==> config.mk <==
export PLATFORM = sky130hd
export DESIGN_NAME = pprt_cell
export DESIGN_NICKNAME = d
export VERILOG_FILES = /design/src/pprt_pkg.sv /design/src/pprt_cell.sv
export SDC_FILE = /design/constraint.sdc
export NUM_CORES = 1
export LEC_CHECK = 0
export ABC_AREA = 1
export ABC_CLOCK_PERIOD_IN_PS = 4250
export BUFFER_PORTS_ARGS = -buffer_cell sky130_fd_sc_hd__buf_2
export CAP_MARGIN = 20
export CELL_PAD_IN_SITES_DETAIL_PLACEMENT = 1
export CELL_PAD_IN_SITES_GLOBAL_PLACEMENT = 1
export CORE_MARGIN = 2
export CORE_UTILIZATION = 38
export CTS_BUF_LIST = sky130_fd_sc_hd__clkbuf_4 sky130_fd_sc_hd__clkbuf_8 sky130_fd_sc_hd__clkbuf_16
export CTS_CLUSTER_DIAMETER = 120
export DETAILED_ROUTE_END_ITERATION = 7
export PLACE_DENSITY = 0.87
export REMOVE_ABC_BUFFERS = 1
export SETUP_SLACK_MARGIN = 0.5
export SYNTH_ARGS = -nofsm -noshare
export SYNTH_HDL_FRONTEND = slang
export SYNTH_SLANG_ARGS = --single-unit
==> constraint.sdc <==
create_clock -name i_clk -period 4.25 [get_ports i_clk]
set_input_delay 0.425 -clock i_clk [delete_from_list [all_inputs] [get_ports i_clk]]
set_output_delay 0.425 -clock i_clk [all_outputs]
set_load 0.1 [all_outputs]
==> src/pprt_pkg.sv <==
package pprt_pkg;

    localparam int RULE_ENTRIES = 64;
    localparam int CNT_W        = $clog2(RULE_ENTRIES);
    localparam int ADDR_W       = 32;
    localparam int PORT_W       = 32;
    localparam int MASK_W       = 6;
    localparam int MODE_W       = 4;
    localparam int HALF_W       = 16;
    localparam int KEY_W        = MASK_W + 1;
    localparam logic [MASK_W-1:0] FULL_MASK = MASK_W'(32);

    typedef enum logic [1:0] {
        OP_LOOKUP = 2'd0,
        OP_ADD    = 2'd1,
        OP_DEL    = 2'd2,
        OP_RSVD   = 2'd3
    } t_op;

    typedef enum logic [1:0] {
        ST_IDLE,
        ST_SWEEP,
        ST_APPLY
    } t_state;

    typedef struct packed {
        logic [ADDR_W-1:0] addr;
        logic [MASK_W-1:0] mask;
        logic [PORT_W-1:0] port;
        logic [MODE_W-1:0] mode;
    } t_rule;

    typedef struct packed {
        t_op               op;
        logic [ADDR_W-1:0] addr;
        logic [PORT_W-1:0] port;
        logic [MASK_W-1:0] mask;
        logic [MODE_W-1:0] mode;
    } t_query;

    // best lookup hit so far plus exact-match flag, passed down the chain
    typedef struct packed {
        logic              found;
        logic [KEY_W-1:0]  key;
        logic [MODE_W-1:0] mode;
        logic              seen;
    } t_wave;

    typedef struct packed {
        logic add;
        logic del;
    } t_ctrl;

endpackage

==> src/pprt_cell.sv <==
module pprt_cell (
    input  logic             i_clk,
    input  logic             i_rst_n,
    input  pprt_pkg::t_query i_query,
    input  pprt_pkg::t_ctrl  i_ctrl,
    input  logic             i_prev_valid,
    input  pprt_pkg::t_wave  i_prev_wave,
    input  logic             i_next_valid,
    input  pprt_pkg::t_rule  i_next_rule,
    output logic             o_valid,
    output pprt_pkg::t_rule  o_rule,
    output pprt_pkg::t_wave  o_wave
);

    logic                          r_valid;
    pprt_pkg::t_rule               r_rule;
    pprt_pkg::t_wave               r_wave;
    pprt_pkg::t_wave               n_wave;
    logic                          is_range;
    logic [pprt_pkg::ADDR_W-1:0]   mask_vec;
    logic                          port_hit;
    logic                          own_hit;
    logic                          own_exact;
    logic [pprt_pkg::KEY_W-1:0]    own_key;
    logic [pprt_pkg::PORT_W-1:0]   lo_port;
    logic [pprt_pkg::PORT_W-1:0]   hi_port;

    always_comb begin
        is_range = |r_rule.port[pprt_pkg::PORT_W-1:pprt_pkg::HALF_W];
        lo_port  = {{pprt_pkg::HALF_W{1'b0}}, r_rule.port[pprt_pkg::HALF_W-1:0]};
        hi_port  = {{pprt_pkg::HALF_W{1'b0}},
                    r_rule.port[pprt_pkg::PORT_W-1:pprt_pkg::HALF_W]};
        mask_vec = r_rule.mask[5] ? '0 : ~((32'd1 << r_rule.mask[4:0]) - 32'd1);
        if (is_range) begin
            port_hit = (i_query.port >= lo_port) && (i_query.port <= hi_port);
        end else begin
            port_hit = (i_query.port == r_rule.port);
        end
        own_hit   = r_valid && (r_rule.mask <= pprt_pkg::FULL_MASK) &&
                    ((i_query.addr & mask_vec) == r_rule.addr) && port_hit;
        own_key   = {is_range, r_rule.mask};
        own_exact = r_valid && (r_rule.addr == i_query.addr) &&
                    (r_rule.mask == i_query.mask) && (r_rule.port == i_query.port);

        // earlier row keeps the win on equal key
        if (i_prev_wave.found && (!own_hit || i_prev_wave.key <= own_key)) begin
            n_wave.found = 1'b1;
            n_wave.key   = i_prev_wave.key;
            n_wave.mode  = i_prev_wave.mode;
        end else begin
            n_wave.found = own_hit;
            n_wave.key   = own_key;
            n_wave.mode  = r_rule.mode;
        end
        n_wave.seen = i_prev_wave.seen | own_exact;
    end

    always_ff @(posedge i_clk) begin
        if (!i_rst_n) begin
            r_valid <= 1'b0;
            r_wave  <= '0;
        end else begin
            r_wave <= n_wave;
            if (i_ctrl.del && r_wave.seen) begin
                r_valid <= i_next_valid;
            end else if (i_ctrl.add && !r_valid && i_prev_valid) begin
                r_valid <= 1'b1;
            end
        end
    end

    always_ff @(posedge i_clk) begin
        if (i_ctrl.del && r_wave.seen) begin
            r_rule <= i_next_rule;
        end else if (i_ctrl.add && !r_valid && i_prev_valid) begin
            r_rule <= '{addr: i_query.addr, mask: i_query.mask,
                        port: i_query.port, mode: i_query.mode};
        end
    end

    assign o_valid = r_valid;
    assign o_rule  = r_rule;
    assign o_wave  = r_wave;

endmodule

# Word-level counts from Yosys, hierarchy flattened
# Cells that the tools add are included.
dict set report op_classes {
  addsub 1
  mul 0
  div_mod_pow 0
  order_cmp 4
  eq_ne 5
  n_shift 1
  mux 7
  bitwise 3
  n_reduce_logical 16
}
# operator n
set ops {}
lappend ops {{$mux 74} 2}
lappend ops {{$eq 32x32->1} 4}
lappend ops {{$and 32x32->32} 1}
lappend ops {{$ge 32x16->1} 1}
lappend ops {{$le 32x16->1} 1}
lappend ops {{$mux 32} 1}
lappend ops {{$not 32->32} 1}
lappend ops {{$shl 1x5->32 const A} 1}
lappend ops {{$sub 32x1->32 const B} 1}
lappend ops {{$reduce_or 16->1} 1}
lappend ops {{$mux 12} 1}
lappend ops {{$logic_and 1x1->1} 11}
lappend ops {{$le 7x7->1} 1}
lappend ops {{$eq 6x6->1} 1}
lappend ops {{$le 6x6->1 const B} 1}
lappend ops {{$mux 1} 3}
lappend ops {{$logic_not 1->1} 2}
lappend ops {{$reduce_bool 2->1} 1}
lappend ops {{$logic_or 1x1->1} 1}
lappend ops {{$or 1x1->1} 1}
dict set report totals {
  ff_bits 88
  latchBits 0
  mem_bits_rw 0
  romBits 0
  input_bits 169
  out_inout_bits 88
  mem_count 0
}

# Longest topological paths before layout
dict set report depth {
  depth_word 12
  ltp_mapped 23
  mapped_depth_nobuf 22
}

# Worst setup path after synthesis
# OpenSTA, ideal clock, no wires.
dict set report synth_path {
  path_kind {register to register}
  startpoint {reg r_rule, in the netlist o_rule[37]}
  endpoint {reg r_wave, in the netlist o_wave[1]}
  setup_time_ns 0.119
  arrival_time_ns 3.220
  required_ns 4.131
  setup_slack_ns 0.911
  path_stages_with_launch 23
  n_path_buf 2
  synth_period_minus_slack_ns 3.339
  cell_sequence {edfxtp_1 -> buf_6 -> nor2_2 -> nand2_1 -> inv_1 -> nand2_1 -> ha_1 -> nand2_2 -> nor2_4 -> nand2_4 -> nor2_4 -> nand2_1 -> nand2_1 -> nand3_1 -> nand2_1 -> nand2_1 -> nor2_1 -> nand3_1 -> nor2_1 -> nand3_1 -> buf_2 -> a21oi_1 -> nor2_1}
}
dict set report synth_between {
  elab_chain_len 12
  word_cells_on_any_way 15
  classes_between {add/sub: 1; order compare: 2; eq/ne: 1; shift: 1; mux: 2; bitwise: 2; reduce/logical: 6}
}
# element line_no
set synth_lines {}
lappend synth_lines {{start, declared} pprt_cell.sv:16} ;# pprt_pkg::t_rule r_rule;
lappend synth_lines {{start signal, assigned} pprt_cell.sv:74} ;# r_rule <= i_next_rule;
lappend synth_lines {{start signal, assigned} pprt_cell.sv:76} ;# r_rule <= '{addr: i_query.addr, mask: i_query.mask,
lappend synth_lines {{$shl 1x5->32} pprt_cell.sv:33} ;# mask_vec = r_rule.mask[5] ? '0 : ~((32'd1 << r_rule.mask[4:0]) - 32'd1);
lappend synth_lines {{$sub 32x1->32} pprt_cell.sv:33}
lappend synth_lines {{$not 32->32} pprt_cell.sv:33}
lappend synth_lines {{$mux 32} pprt_cell.sv:33}
lappend synth_lines {{$and 32x32->32} pprt_cell.sv:40} ;# ((i_query.addr & mask_vec) == r_rule.addr) && port_hit;
lappend synth_lines {{$eq 32x32->1} pprt_cell.sv:40}
lappend synth_lines {{$logic_and 1x1->1} pprt_cell.sv:39} ;# own_hit = r_valid && (r_rule.mask <= pprt_pkg::FULL_MASK) &&
lappend synth_lines {{$logic_and 1x1->1} pprt_cell.sv:40}
lappend synth_lines {{$logic_not 1->1} pprt_cell.sv:46} ;# if (i_prev_wave.found && (!own_hit || i_prev_wave.key <= own_key)) begin
lappend synth_lines {{$logic_or 1x1->1 (*)} pprt_cell.sv:46}
lappend synth_lines {{$logic_and 1x1->1 (*)} pprt_cell.sv:46}
lappend synth_lines {{$mux 12 (*)} pprt_cell.sv:46}
lappend synth_lines {{end signal, assigned} pprt_cell.sv:63} ;# r_wave <= n_wave;
lappend synth_lines {{end, declared} pprt_cell.sv:17} ;# pprt_pkg::t_wave r_wave;
# Mark *: on every way between the ends. The rest lies on a longest branch, timed or not.
# A chain may end at the register's enable or synchronous reset.

# Worst setup path after layout
dict set report layout_path {
  startpoint {reg r_rule, in the netlist o_rule[39]}
  endpoint {reg r_wave, in the netlist o_wave[6]}
}
# The elaborated chain is that of the path after synthesis.

==> qor.txt <==
Setup repair after global routing missed its margin -> no
Flop-to-flop setup slack -> 0.79 ns
Routability Congestion -> 0.935
Fmax -> 0.289 GHz
Share of the clock period used by the worst path -> 0.814
Max-cap violations -> 0
Maximum clock skew at final layout -> 0.0103 ns
HPWL reported at the end of detailed placement -> 21700 um
Setup violators final -> 0
Routed length per instance -> 17.8 um
Ys flop type -> sky130_fd_sc_hd__edfxtp_1
Number of antenna violations at the first check in global routing -> 3
First-iteration detailed-routing DRC count -> 336
Largest net degree at the start of global routing -> 88
Netlist area before placement -> 7190 um2
CTS tree -> done
Overall die area -> 20000 um2
CTS Hold Bufs -> 0
Die Height -> 142 um
All-layer global routing usage -> 0.268
WS Path Type -> flop to flop
Number of antenna-violating nets in the routed design -> 0
CTS sink count -> 88
Area used by sequential logic in the layout -> 2500 um2
Fraction of layout cells with a size suffix above 1 -> 0.251
Area inside the core boundary -> 18600 um2
Via total after detailed routing -> 7888
Final Hold Fails -> 0
Post-Synthesis Cells -> 1018
Die Width -> 142 um
Wire length of the first global-routing pass -> 42100 um
Internal Dissipation -> 1810 uW
Via count of the first global-routing pass -> 7981
Effective utilization at floorplan -> 0.386
Run status -> finished clean
Register bit count reported by yosys -> 88
Part of the total power dissipated in sequential elements -> 0.348
Distinct cells, synth -> 40
Fraction of registers with async set or reset after synthesis -> 0
Via-per-instance ratio -> 5.22
Top Ports -> 257
Top-count cell post-synth -> sky130_fd_sc_hd__nand2_1
Count of input and output buffers -> 254
Total area of multi-input combinational cells -> 4030 um2
Top cells by instance count after synthesis -> 291 x sky130_fd_sc_hd__nand2_1, 132 x sky130_fd_sc_hd__inv_1, 107 x sky130_fd_sc_hd__nor2_1, 74 x sky130_fd_sc_hd__edfxtp_1, 73 x sky130_fd_sc_hd__nand3_1
Row cnt -> 50
Logic pwr share -> 0.353
WP data arrival -> 3.71 ns
Number of buffers created by CTS -> 9
Kind of path behind the tightest hold check -> primary input to flop
EDFF count, synth -> 74
Number of buffers between clock root and the deepest sink -> 2
Critical Path Start Type -> flop
Cell accounting for the most synthesized area -> sky130_fd_sc_hd__edfxtp_1
Clock input transition at the sequential cells of the worst setup and hold paths -> 0.07 ns
Switch Pwr -> 1260 uW
Number of nets in the finished design -> 1478
Worst-margin pin slew -> 0.815 ns
Leakage power of the design -> 0.00461 uW
Mapped Avg Cell Area -> 7.06 um2
Yosys synthesis warning count -> 0
Number of levels the H-tree was split into -> 3
Number of detailed-routing iterations run before antenna repair -> 5
Max transition margin -> 0.457
Critical Path Fanout Max -> 12
Post-layout minimum cycle time -> 3.46 ns
Share of synthesized area occupied by flip-flops and latches -> 0.348
Share of the core filled with cells -> 0.487
Clock latency at the later pin of the worst-skew pair -> 0.36 ns
Switching Share -> 0.410
Power consumption -> 3060 uW
Area growth from synthesis to layout -> 26.2%
Final Max Slew Viols -> 0
Clk Tree Root Cell -> sky130_fd_sc_hd__clkbuf_16
Area share of the leading cell type in the synthesized netlist -> 0.309
Worst ir drop on vdd -> 182 uV
Biggest area contributors in the synthesized netlist -> sky130_fd_sc_hd__edfxtp_1 31%, sky130_fd_sc_hd__nand2_1 15%, sky130_fd_sc_hd__ha_1 7.0%
Share of total power in the clock network -> 0.299
Areal power density over the cells -> 337 nW/um2
GRT Residual Overflow -> 0
Total Wirelength -> 26800 um
Data required time of the worst path -> 4.50 ns
Worst setup EP type -> flop
Filler Cell Count -> 2538
DRC errors left -> 0
==> per-stage QoR <==
stage	cells	setup slack (ns)	area, um2	TNS (ns)	hold WS (ns)
floorplan	987	-0.0677	7030	-5.03	0.542
global placement	1489	0.808	8710	0	0.490
detailed placement	1489	0.699	8710	0	0.499
CTS	1505	0.670	9040	0	0.287
global route	1509	0.524	9070	0	0.305
finish	1510	0.790	9070	0	0.301
==> repair_timing <==
| action | in CTS | in global routing |
|---|---|---|
| buffers inserted | 0 | 3 |
| resized for setup | 0 | 1 |
| endpoints found under the setup margin | 0 | 7 |
==> critical path, cell delays in order, from the launching register on <==
cell and delay, ns:
sky130_fd_sc_hd__edfxtp_1 0.52, sky130_fd_sc_hd__buf_4 0.23, sky130_fd_sc_hd__nor2_4 0.26, sky130_fd_sc_hd__nand2_1 0.16
sky130_fd_sc_hd__ha_1 0.31, sky130_fd_sc_hd__nand3_1 0.09, sky130_fd_sc_hd__xor2_1 0.18, sky130_fd_sc_hd__nor2_1 0.09
sky130_fd_sc_hd__nand4_1 0.09, sky130_fd_sc_hd__nor2_1 0.11, sky130_fd_sc_hd__nand3_1 0.08, sky130_fd_sc_hd__nor2_1 0.17
sky130_fd_sc_hd__nand3_1 0.15, sky130_fd_sc_hd__nor2_1 0.22, sky130_fd_sc_hd__nand3_2 0.23, sky130_fd_sc_hd__buf_4 0.25
sky130_fd_sc_hd__a21oi_1 0.15, sky130_fd_sc_hd__nor2_1 0.07
==> layout make-up <==
cell class	instances	area share
Antenna cell	2	0.000551
Clock buffer	12	0.0306
Clock inverter	4	0.00620
Inverter	135	0.0560
Multi-Input combinational cell	764	0.445
Sequential cell	88	0.276
Tap cell	234	0.0323
Timing Repair Buffer	271	0.154
==> power groups by stage <==
stage / Combinational, uW / Clock (uW) / Sequential (uW)
2_1_floorplan: 355 / 0 / 1500
3_5_place_dp: 1080 / 0 / 1080
5_1_grt: 1170 / 956 / 1070
6_report: 1080 / 916 / 1060
4_1_cts: 1080 / 930 / 1070
3_3_place_gp: 1050 / 0 / 1080
==> placed cells by master (no fill, tap or decap), types with 2 or more instances in the layout <==
master / netlist / layout
sky130_fd_sc_hd__o22ai_1: 8 / 8
sky130_fd_sc_hd__buf_4: 4 / 17
sky130_fd_sc_hd__o21ai_1: 2 / 2
sky130_fd_sc_hd__nor2_1: 107 / 107
sky130_fd_sc_hd__nand4_1: 38 / 38
sky130_fd_sc_hd__o21ai_0: 55 / 55
sky130_fd_sc_hd__a221oi_1: 5 / 5
sky130_fd_sc_hd__inv_1: 132 / 132
sky130_fd_sc_hd__xnor2_1: 14 / 14
sky130_fd_sc_hd__edfxtp_1: 74 / 74
sky130_fd_sc_hd__o2111ai_1: 4 / 4
sky130_fd_sc_hd__clkbuf_8: 0 / 2
sky130_fd_sc_hd__nor2_2: 9 / 9
sky130_fd_sc_hd__ha_1: 40 / 40
sky130_fd_sc_hd__a21oi_1: 39 / 39
sky130_fd_sc_hd__clkbuf_16: 0 / 10
sky130_fd_sc_hd__nor3_1: 10 / 10
sky130_fd_sc_hd__xor2_1: 27 / 27
sky130_fd_sc_hd__buf_2: 5 / 254
sky130_fd_sc_hd__diode_2: 0 / 2
sky130_fd_sc_hd__nand3b_1: 11 / 11
sky130_fd_sc_hd__nand3_2: 3 / 4
sky130_fd_sc_hd__or2_2: 4 / 4
sky130_fd_sc_hd__inv_2: 3 / 2
sky130_fd_sc_hd__clkinv_4: 0 / 2
sky130_fd_sc_hd__nand2_1: 291 / 291
sky130_fd_sc_hd__o211ai_1: 2 / 2
sky130_fd_sc_hd__dfxtp_1: 14 / 14
sky130_fd_sc_hd__nor4_1: 4 / 4
sky130_fd_sc_hd__nor2_4: 5 / 5
sky130_fd_sc_hd__nand3_1: 73 / 72
sky130_fd_sc_hd__nand2_2: 4 / 4
==> final timing paths <==
kind	from	endpoint	depth (start not counted)
max	o_rule[39]$_DFFE_PP_	o_wave[6]$_SDFF_PN0_	17
min	i_prev_wave[0]	o_wave[0]$_SDFF_PN0_	3
max reg2reg	o_rule[39]$_DFFE_PP_	o_wave[6]$_SDFF_PN0_	17
min reg2reg	o_rule[0]$_DFFE_PP_	o_wave[1]$_SDFF_PN0_	2
==> logic make-up after synthesis <==
group / count (synthesis) / share of synthesized area
compound gates: 119 / 0.0919
xor+xnor: 41 / 0.0499
fa+ha+maj: 40 / 0.0696
buf+inv: 166 / 0.0928
flops: 88 / 0.348
simple gates: 564 / 0.348
==> sequential cells by signal (all words and copies together), names as in the netlist <==
signal and count:
o_rule 74, o_valid 1, o_wave 13
==> metal layers <==
layer  global-route usage  vias up  routed length, um
met5                    0        -                  0
met2                0.497      212              13800
met1                0.315     3771              11000
met4               0.0747        0                561
li1                     -     3870                  -
met3               0.0499       35               1490
Note: power is estimated with default switching activity, not from simulation.
